<file path="config.mk">
export PLATFORM = sky130hd
export DESIGN_NAME = ray_ground_point_classifier_core
export DESIGN_NICKNAME = d
export VERILOG_FILES = /design/src/hdl/rgpc_pkg.sv /design/src/hdl/rgpc_front.sv /design/src/hdl/rgpc_queue.sv /design/src/hdl/rgpc_back.sv /design/src/hdl/ray_ground_point_classifier_core.sv
export VERILOG_INCLUDE_DIRS = /design/src /design/src/hdl
export SDC_FILE = /design/constraint.sdc
export NUM_CORES = 2
export LEC_CHECK = 0
export BUFFER_PORTS_ARGS = -buffer_cell sky130_fd_sc_hd__buf_2
export CAP_MARGIN = 25
export CORE_AREA = 2 2 331 333
export DETAILED_ROUTE_END_ITERATION = 10
export DIE_AREA = 0 0 333 335
export GPL_TIMING_DRIVEN = 0
export PLACE_DENSITY = 0.57
export SETUP_SLACK_MARGIN = 0.02
export SYNTH_ARGS = -nofsm -noshare
export SYNTH_HDL_FRONTEND = slang
export SYNTH_HIERARCHICAL = 1
export SYNTH_SLANG_ARGS = --single-unit
</file>
<file path="constraint.sdc">
create_clock -name i_clk -period 12.5 [get_ports i_clk]
set_clock_uncertainty 0.15 [all_clocks]
set_input_delay 0.625 -clock i_clk [delete_from_list [all_inputs] [get_ports i_clk]]
set_output_delay 0.625 -clock i_clk [all_outputs]
set_load 0.005 [all_outputs]
</file>
<file path="src/hdl/ray_ground_point_classifier_core_defines.svh">
// assertion macros for the ray ground point classifier
`ifndef RAY_GROUND_POINT_CLASSIFIER_CORE_DEFINES_SVH
`define RAY_GROUND_POINT_CLASSIFIER_CORE_DEFINES_SVH

`ifndef ASSERT_OFF
// same-cycle implication
`define RGPC_ASSERT_IMP(lbl, clk, rst_n, ante, cons, msg) \
    lbl: assert property (@(posedge clk) disable iff (!rst_n) (ante) |-> (cons)) \
        else $error(msg);
// next-cycle implication
`define RGPC_ASSERT_NXT(lbl, clk, rst_n, ante, cons, msg) \
    lbl: assert property (@(posedge clk) disable iff (!rst_n) (ante) |=> (cons)) \
        else $error(msg);
`else
`define RGPC_ASSERT_IMP(lbl, clk, rst_n, ante, cons, msg)
`define RGPC_ASSERT_NXT(lbl, clk, rst_n, ante, cons, msg)
`endif

`endif

</file>
<file path="src/hdl/rgpc_pkg.sv">
// shared types and constants of the ray ground point classifier
package rgpc_pkg;

    localparam int HEIGHT_W = 16;
    localparam int RADIUS_W = 18;
    localparam int RATIO_W  = 16;
    localparam int FLOOR_W  = 15;
    localparam int TAG_W    = 24;
    localparam int CFG_IDX_W  = 3;
    localparam int CFG_DATA_W = 18;

    localparam logic [RATIO_W-1:0]  RST_LOCAL_SLOPE   = 16'd5734;
    localparam logic [RATIO_W-1:0]  RST_GENERAL_SLOPE = 16'd3435;
    localparam logic [RADIUS_W-1:0] RST_FLOOR_SPACING = 18'd0;
    localparam logic [FLOOR_W-1:0]  RST_HEIGHT_FLOOR  = 15'd50;
    localparam logic [RADIUS_W-1:0] RST_RECLASS_GAP   = 18'd200;

    typedef enum logic [CFG_IDX_W-1:0] {
        CFG_LOCAL_SLOPE   = 3'd0,
        CFG_GENERAL_SLOPE = 3'd1,
        CFG_FLOOR_SPACING = 3'd2,
        CFG_HEIGHT_FLOOR  = 3'd3,
        CFG_RECLASS_GAP   = 3'd4
    } t_cfg_idx;

    typedef struct packed {
        logic [RATIO_W-1:0]  loc_slope;
        logic [RATIO_W-1:0]  gen_slope;
        logic [RADIUS_W-1:0] floor_spacing;
        logic [FLOOR_W-1:0]  height_floor;
        logic [RADIUS_W-1:0] reclass_gap;
    } t_cfg;

    // classification flags of one point, waiting for the label recurrence
    typedef struct packed {
        logic             in_band;
        logic             cone_ok;
        logic             reclass_ok;
        logic             ray_start;
        logic [TAG_W-1:0] tag;
    } t_q_item;

    typedef struct packed {
        logic empty;
        logic full;
    } t_q_status;

endpackage

</file>
<file path="src/hdl/rgpc_front.sv">
// front end: accepts points, computes band and cone, derives the compare flags
module rgpc_front
    import rgpc_pkg::*;
#(
    parameter int DEPTH = 4
) (
    input  logic                       i_clk,
    input  logic                       i_rst_n,
    input  t_cfg                       i_cfg,
    input  logic                       i_in_valid,
    output logic                       o_in_stall,
    input  logic signed [HEIGHT_W-1:0] i_point_height,
    input  logic [RADIUS_W-1:0]        i_point_radius,
    input  logic                       i_ray_start,
    input  logic [TAG_W-1:0]           i_point_tag,
    input  logic                       i_q_pop,
    output logic                       o_push,
    output t_q_item                    o_push_item
);

    localparam int CW = $clog2(DEPTH + 1);

    logic [CW-1:0] r_credit, n_credit;
    logic          accept;

    logic [RADIUS_W-1:0]        r_last_radius;
    logic signed [HEIGHT_W-1:0] r_last_height;

    // stage a
    logic                       r_a_valid;
    logic signed [RADIUS_W:0]   r_a_step;
    logic [RADIUS_W-1:0]        r_a_band_mag;
    logic [RADIUS_W-1:0]        r_a_cone;
    logic signed [HEIGHT_W-1:0] r_a_h;
    logic signed [HEIGHT_W-1:0] r_a_ph;
    logic                       r_a_start;
    logic [TAG_W-1:0]           r_a_tag;

    // stage b
    logic    r_b_valid;
    t_q_item r_b_item;

    logic [RADIUS_W-1:0]        pr;
    logic signed [HEIGHT_W-1:0] ph;
    logic signed [RADIUS_W:0]   step;
    logic [RADIUS_W-1:0]        step_mag;
    logic [33:0]                band_prod;
    logic [33:0]                cone_prod;

    logic signed [19:0] step20, band_pos, band0, band, fs20, hf20, rg20;
    logic signed [20:0] h21, ph21, band21, hi21, lo21, cone21;

    // outstanding points bound the queue fill
    assign accept     = i_in_valid && !o_in_stall;
    assign o_in_stall = (r_credit == CW'(DEPTH));

    always_comb begin
        n_credit = r_credit;
        if (accept && !i_q_pop) begin
            n_credit = r_credit + CW'(1);
        end else if (!accept && i_q_pop) begin
            n_credit = r_credit - CW'(1);
        end
    end

    always_comb begin
        pr        = i_ray_start ? '0 : r_last_radius;
        ph        = i_ray_start ? '0 : r_last_height;
        step      = $signed({1'b0, i_point_radius}) - $signed({1'b0, pr});
        step_mag  = step[RADIUS_W] ? RADIUS_W'(-step) : step[RADIUS_W-1:0];
        band_prod = 34'(i_cfg.loc_slope) * 34'(step_mag);
        cone_prod = 34'(i_cfg.gen_slope) * 34'(i_point_radius);
    end

    always_comb begin
        step20   = 20'(r_a_step);
        band_pos = $signed({2'b00, r_a_band_mag});
        band0    = r_a_step[RADIUS_W] ? -band_pos : band_pos;
        fs20     = $signed({2'b00, i_cfg.floor_spacing});
        hf20     = $signed({5'b00000, i_cfg.height_floor});
        rg20     = $signed({2'b00, i_cfg.reclass_gap});
        // height floor when the radius step is large
        band     = (step20 > fs20 && band0 < hf20) ? hf20 : band0;
        h21      = 21'(r_a_h);
        ph21     = 21'(r_a_ph);
        band21   = 21'(band);
        hi21     = ph21 + band21;
        lo21     = ph21 - band21;
        cone21   = $signed({3'b000, r_a_cone});
    end

    always_ff @(posedge i_clk) begin
        if (!i_rst_n) begin
            r_credit      <= '0;
            r_a_valid     <= 1'b0;
            r_b_valid     <= 1'b0;
            r_last_radius <= '0;
            r_last_height <= '0;
        end else begin
            r_credit  <= n_credit;
            r_a_valid <= accept;
            r_b_valid <= r_a_valid;
            if (accept) begin
                r_last_radius <= i_point_radius;
                r_last_height <= i_point_height;
            end
        end
    end

    always_ff @(posedge i_clk) begin
        r_a_step     <= step;
        r_a_band_mag <= band_prod[33:16];
        r_a_cone     <= cone_prod[33:16];
        r_a_h        <= i_point_height;
        r_a_ph       <= ph;
        r_a_start    <= i_ray_start;
        r_a_tag      <= i_point_tag;

        r_b_item.in_band    <= (h21 <= hi21) && (h21 >= lo21);
        r_b_item.cone_ok    <= (h21 <= cone21) && (h21 >= -cone21);
        r_b_item.reclass_ok <= (step20 > rg20) && (h21 <= band21) && (h21 >= -band21);
        r_b_item.ray_start  <= r_a_start;
        r_b_item.tag        <= r_a_tag;
    end

    assign o_push      = r_b_valid;
    assign o_push_item = r_b_item;

endmodule

</file>
<file path="src/hdl/rgpc_queue.sv">
// short queue between front and back
module rgpc_queue
    import rgpc_pkg::*;
#(
    parameter int DEPTH = 4
) (
    input  logic      i_clk,
    input  logic      i_rst_n,
    input  logic      i_push,
    input  t_q_item   i_item,
    input  logic      i_pop,
    output t_q_item   o_item,
    output t_q_status o_status
);

    localparam int PW = $clog2(DEPTH);
    localparam int CW = $clog2(DEPTH + 1);

    t_q_item       r_mem [DEPTH];
    logic [PW-1:0] r_wr_ptr, r_rd_ptr;
    logic [CW-1:0] r_count;

    function automatic logic [PW-1:0] wrap_inc(input logic [PW-1:0] p);
        return (p == PW'(DEPTH - 1)) ? '0 : p + PW'(1);
    endfunction

    always_ff @(posedge i_clk) begin
        if (!i_rst_n) begin
            r_wr_ptr <= '0;
            r_rd_ptr <= '0;
            r_count  <= '0;
        end else begin
            if (i_push) begin
                r_wr_ptr <= wrap_inc(r_wr_ptr);
            end
            if (i_pop) begin
                r_rd_ptr <= wrap_inc(r_rd_ptr);
            end
            if (i_push && !i_pop) begin
                r_count <= r_count + CW'(1);
            end else if (!i_push && i_pop) begin
                r_count <= r_count - CW'(1);
            end
        end
    end

    always_ff @(posedge i_clk) begin
        if (i_push) begin
            r_mem[r_wr_ptr] <= i_item;
        end
    end

    assign o_item         = r_mem[r_rd_ptr];
    assign o_status.empty = (r_count == '0);
    assign o_status.full  = (r_count == CW'(DEPTH));

endmodule

</file>
<file path="src/hdl/rgpc_back.sv">
// back end: resolves the ground label chain and holds the result register
module rgpc_back
    import rgpc_pkg::*;
(
    input  logic             i_clk,
    input  logic             i_rst_n,
    input  logic             i_q_valid,
    input  t_q_item          i_q_item,
    output logic             o_q_pop,
    input  logic             i_out_stall,
    output logic             o_out_valid,
    output logic             o_is_ground,
    output logic [TAG_W-1:0] o_tag_out
);

    logic             r_out_valid;
    logic             r_is_ground;
    logic [TAG_W-1:0] r_tag;
    logic             r_last_ground;
    logic             prior_gnd;
    logic             ground;

    assign o_q_pop = i_q_valid && (!r_out_valid || !i_out_stall);

    always_comb begin
        prior_gnd = i_q_item.ray_start ? 1'b0 : r_last_ground;
        ground    = i_q_item.in_band ? (prior_gnd || i_q_item.cone_ok)
                                     : i_q_item.reclass_ok;
    end

    always_ff @(posedge i_clk) begin
        if (!i_rst_n) begin
            r_out_valid   <= 1'b0;
            r_last_ground <= 1'b0;
        end else begin
            if (o_q_pop) begin
                r_out_valid   <= 1'b1;
                r_last_ground <= ground;
            end else if (!i_out_stall) begin
                r_out_valid <= 1'b0;
            end
        end
    end

    always_ff @(posedge i_clk) begin
        if (o_q_pop) begin
            r_is_ground <= ground;
            r_tag       <= i_q_item.tag;
        end
    end

    assign o_out_valid = r_out_valid;
    assign o_is_ground = r_is_ground;
    assign o_tag_out   = r_tag;

endmodule

</file>
<file path="src/hdl/ray_ground_point_classifier_core.sv">
// top level of the ray ground point classifier
//
// Points of one radial ray come in sorted by radius on the input channel
// (i_in_valid / o_in_stall), one point per request; i_ray_start marks the
// first point of a ray. Each point gives one result on the output channel
// (o_out_valid / i_out_stall): the ground label and the point's tag.
// An accepted point passes stage a, stage b and the queue to the output
// register, and the block takes one point every cycle while o_in_stall is
// low. The front computes band and cone products in one stage and the
// compares in the next; the back resolves the one-bit label chain as it
// pops the queue into the output register. A stalled result holds in the
// output register while the queue keeps taking points; o_in_stall rises once
// FIFO_DEPTH points are outstanding between the input and the output register.
// Configuration writes (i_cfg_valid / o_cfg_ready, always ready) load the
// slope, floor and gap registers; indexes past the list are dropped.
// Synchronous reset loads the default registers, empties the queue and
// clears the previous point to zero radius, zero height, not ground.
`include "ray_ground_point_classifier_core_defines.svh"
module ray_ground_point_classifier_core
    import rgpc_pkg::*;
#(
    parameter int FIFO_DEPTH = 4
) (
    input  logic                       i_clk,
    input  logic                       i_rst_n,
    input  logic                       i_cfg_valid,
    output logic                       o_cfg_ready,
    input  logic [CFG_IDX_W-1:0]       i_cfg_index,
    input  logic [CFG_DATA_W-1:0]      i_cfg_data,
    input  logic                       i_in_valid,
    output logic                       o_in_stall,
    input  logic signed [HEIGHT_W-1:0] i_point_height,
    input  logic [RADIUS_W-1:0]        i_point_radius,
    input  logic                       i_ray_start,
    input  logic [TAG_W-1:0]           i_point_tag,
    output logic                       o_out_valid,
    input  logic                       i_out_stall,
    output logic                       o_is_ground,
    output logic [TAG_W-1:0]           o_tag_out
);

    t_cfg      r_cfg;
    logic      q_push, q_pop;
    t_q_item   q_in_item, q_out_item;
    t_q_status q_stat;

    assign o_cfg_ready = 1'b1;

    always_ff @(posedge i_clk) begin
        if (!i_rst_n) begin
            r_cfg.loc_slope     <= RST_LOCAL_SLOPE;
            r_cfg.gen_slope     <= RST_GENERAL_SLOPE;
            r_cfg.floor_spacing <= RST_FLOOR_SPACING;
            r_cfg.height_floor  <= RST_HEIGHT_FLOOR;
            r_cfg.reclass_gap   <= RST_RECLASS_GAP;
        end else if (i_cfg_valid && o_cfg_ready) begin
            unique case (t_cfg_idx'(i_cfg_index))
                CFG_LOCAL_SLOPE:   r_cfg.loc_slope     <= i_cfg_data[RATIO_W-1:0];
                CFG_GENERAL_SLOPE: r_cfg.gen_slope     <= i_cfg_data[RATIO_W-1:0];
                CFG_FLOOR_SPACING: r_cfg.floor_spacing <= i_cfg_data[RADIUS_W-1:0];
                CFG_HEIGHT_FLOOR:  r_cfg.height_floor  <= i_cfg_data[FLOOR_W-1:0];
                CFG_RECLASS_GAP:   r_cfg.reclass_gap   <= i_cfg_data[RADIUS_W-1:0];
                default: begin
                end
            endcase
        end
    end

    rgpc_front #(
        .DEPTH(FIFO_DEPTH)
    ) u_front (
        .i_clk          (i_clk),
        .i_rst_n        (i_rst_n),
        .i_cfg          (r_cfg),
        .i_in_valid     (i_in_valid),
        .o_in_stall     (o_in_stall),
        .i_point_height (i_point_height),
        .i_point_radius (i_point_radius),
        .i_ray_start    (i_ray_start),
        .i_point_tag    (i_point_tag),
        .i_q_pop        (q_pop),
        .o_push         (q_push),
        .o_push_item    (q_in_item)
    );

    rgpc_queue #(
        .DEPTH(FIFO_DEPTH)
    ) u_queue (
        .i_clk    (i_clk),
        .i_rst_n  (i_rst_n),
        .i_push   (q_push),
        .i_item   (q_in_item),
        .i_pop    (q_pop),
        .o_item   (q_out_item),
        .o_status (q_stat)
    );

    rgpc_back u_back (
        .i_clk       (i_clk),
        .i_rst_n     (i_rst_n),
        .i_q_valid   (!q_stat.empty),
        .i_q_item    (q_out_item),
        .o_q_pop     (q_pop),
        .i_out_stall (i_out_stall),
        .o_out_valid (o_out_valid),
        .o_is_ground (o_is_ground),
        .o_tag_out   (o_tag_out)
    );

    // credit accounting must keep the queue from overflowing
    `RGPC_ASSERT_IMP(a_no_push_full, i_clk, i_rst_n, q_push, !q_stat.full || q_pop, "queue push while full")
    `RGPC_ASSERT_IMP(a_no_pop_empty, i_clk, i_rst_n, q_pop, !q_stat.empty, "queue pop while empty")
    `RGPC_ASSERT_NXT(a_refill, i_clk, i_rst_n, o_out_valid && !i_out_stall && !q_stat.empty, o_out_valid, "output bubble with queue not empty")

endmodule
</file>
==> flow_metrics.env <==
export IMPL_max_freq_ghz=0.0909
export IMPL_cts_buffers=48
export IMPL_netlist_instances=4064
export IMPL_pin_count=113
export IMPL_core_um2=108000
export IMPL_hold_viol=0
export IMPL_setup_viol=0
export IMPL_cts_max_level=2
export IMPL_synth_warnings=6
export IMPL_cp_arrival_ns=11.35
export IMPL_first_pass_iters=6
export IMPL_syn_area_per_cell_um2=9.73
export IMPL_finalCritPeriodShare=0.880
export IMPL_area_growth_pct=11.0
export IMPL_dieHeight_um=335
export IMPL_slowest_delay_ns=0.70
export IMPL_clk_pin_slew_ns=0.06
export IMPL_grtUsageTotal=0.197
export IMPL_final_util=0.406
export IMPL_grt_overflow_total=0
export IMPL_crit_fanout=10
export IMPL_status="completed"
export IMPL_clkSinkCount=410
export IMPL_wirelength_um=109000
export IMPL_fp_dieW_um=333
export IMPL_via_per_inst=5.03
export IMPL_drv_slew=0
export IMPL_route_detailed_drc=0
export IMPL_fin_nets=5249
export IMPL_clockBufferDepth=3
export IMPL_worstMarginPinSlew_ns=1.05
export IMPL_rsz0062_at_grt="no"
export IMPL_slew_limit_headroom=0.298
export IMPL_place_gp_congestion=0.908
export IMPL_grt_max_degree=29
export IMPL_drtIter0Drc=1576
export IMPL_max_cap_violations=0
export IMPL_synth_area_um2=39600
export IMPL_vias=28771
export IMPL_die_area_um2=112000
export IMPL_row_count=121
export IMPL_ant_nets=0
export IMPL_min_path_type="input pin to flop"
export IMPL_hpwl_um=87400
export IMPL_grt_pass1_wl_um=171000
export IMPL_grt_pass1_vias=29889
export IMPL_insertion_delay_ns=0.60
export IMPL_cts_tree="yes"
export IMPL_path_class="input pin to flop"
export IMPL_wl_per_cell_um=19.0
export IMPL_start_kind="input pin"
export IMPL_cts_root_buf="clkbuf_16"
export IMPL_fin_crit_ns=11.00
export IMPL_syn_nets=5044
export IMPL_tns_ns=0
export IMPL_start_util=0.366
export IMPL_cts_resized=0
export IMPL_drive_gt1_frac=0.0687
export IMPL_portBuffers=111
export IMPL_slowest_stage="xnor2_1"
export IMPL_critical_path_endpoint_type="flop"
export IMPL_cp_required_ns=12.84
export IMPL_antenna_found_initial=16
export IMPL_cpMostUsedCell="fa_1"
per-stage QoR:
step	cells	hold slack, ns	area (um^2)	setup WS (ns)
detailed placement	5595	0.162	42000	0.844
finish	5722	0.0403	43900	1.50
global placement	5589	0.163	41900	0.877
floorplan	4064	0.160	39600	3.36
CTS	5719	0.00953	43900	1.46
global route	5721	0.0151	43900	1.01
metal layers:
layer	part of all wire	global-route usage	routed length [um]
met1	0.45	0.261	48900
met2	0.47	0.336	51200
met3	0.056	0.0329	6140
met4	0.022	0.0469	2410
met5	0.00097	0	106
worst max-delay path, delay by kind of cell:
family	cells	cell delay (ns)
simple gates	10	2.21
compound gates	8	1.46
buf+inv	4	1.73
xor+xnor	3	1.15
fa+ha+maj	9	4.15
flip-flops by register name, indices dropped and copies added, names as in the netlist, 16 cells and up, named ones only:
name	flops
u_front/r_a_cone	18
u_front/r_a_step	19
u_queue/r_mem	112
u_back/o_tag_out	24
u_front/r_last_height	16
u_front/o_push_item	28
u_front/r_last_radius	18
u_front/r_a_tag	24
u_front/r_a_band_mag	18
r_cfg	83
u_front/r_a_ph	16
u_front/r_a_h	16
final timing paths:
kind / start / end / slack (ns) / cells past startpoint
max: i_ray_start / u_front/r_a_band_mag[16]$_DFF_P_ / 1.50 / 34
min: i_point_height[12] / u_front/r_a_h[12]$_DFF_P_ / 0.04 / 1
max reg2reg: u_front/r_last_radius[0]$_SDFFE_PN0P_ / u_front/r_a_band_mag[16]$_DFF_P_ / 2.34 / 32
min reg2reg: u_front/r_a_tag[4]$_DFF_P_ / u_front/o_push_item[4]$_DFF_P_ / 0.18 / 0
timing repair:
action	in CTS	in global routing
buffers inserted	0	0
hold buffers	36	0
endpoints found under the hold margin	36	0
cell type report:
type	count	area, um^2
Fill cell	10828	64200
Multi-Input combinational cell	2873	27000
Clock inverter	25	231
Timing Repair Buffer	155	1020
Antenna cell	1	2.50
Sequential cell	410	9580
Inverter	630	2360
Buffer	151	666
Tap cell	1414	1770
Clock buffer	63	1330
layout by cell type, fill, tap and decap left out, types with 13 or more instances in the layout:
| cell | n |
|---|---|
| a21boi_0 | 38 |
| a21o_1 | 68 |
| a21oi_1 | 106 |
| and2_1 | 216 |
| buf_2 | 125 |
| buf_4 | 13 |
| clkbuf_1 | 129 |
| clkbuf_16 | 48 |
| dfxtp_1 | 273 |
| dlygate4sd3_1 | 36 |
| edfxtp_1 | 137 |
| fa_1 | 447 |
| ha_1 | 448 |
| inv_1 | 628 |
| mux2i_1 | 104 |
| mux4_2 | 20 |
| nand2_1 | 555 |
| nand2b_1 | 48 |
| nand3_1 | 42 |
| nand4_1 | 35 |
| nor2_1 | 85 |
| nor2b_1 | 114 |
| nor3_1 | 40 |
| nor4_1 | 13 |
| o211ai_1 | 14 |
| o21a_1 | 37 |
| o21ai_0 | 79 |
| or3_1 | 24 |
| xnor2_1 | 111 |
| xor2_1 | 31 |
Power is left out: the tool's default activity adds up to more than one toggle a clock period on the data nets, which glitch-free logic cannot reach.
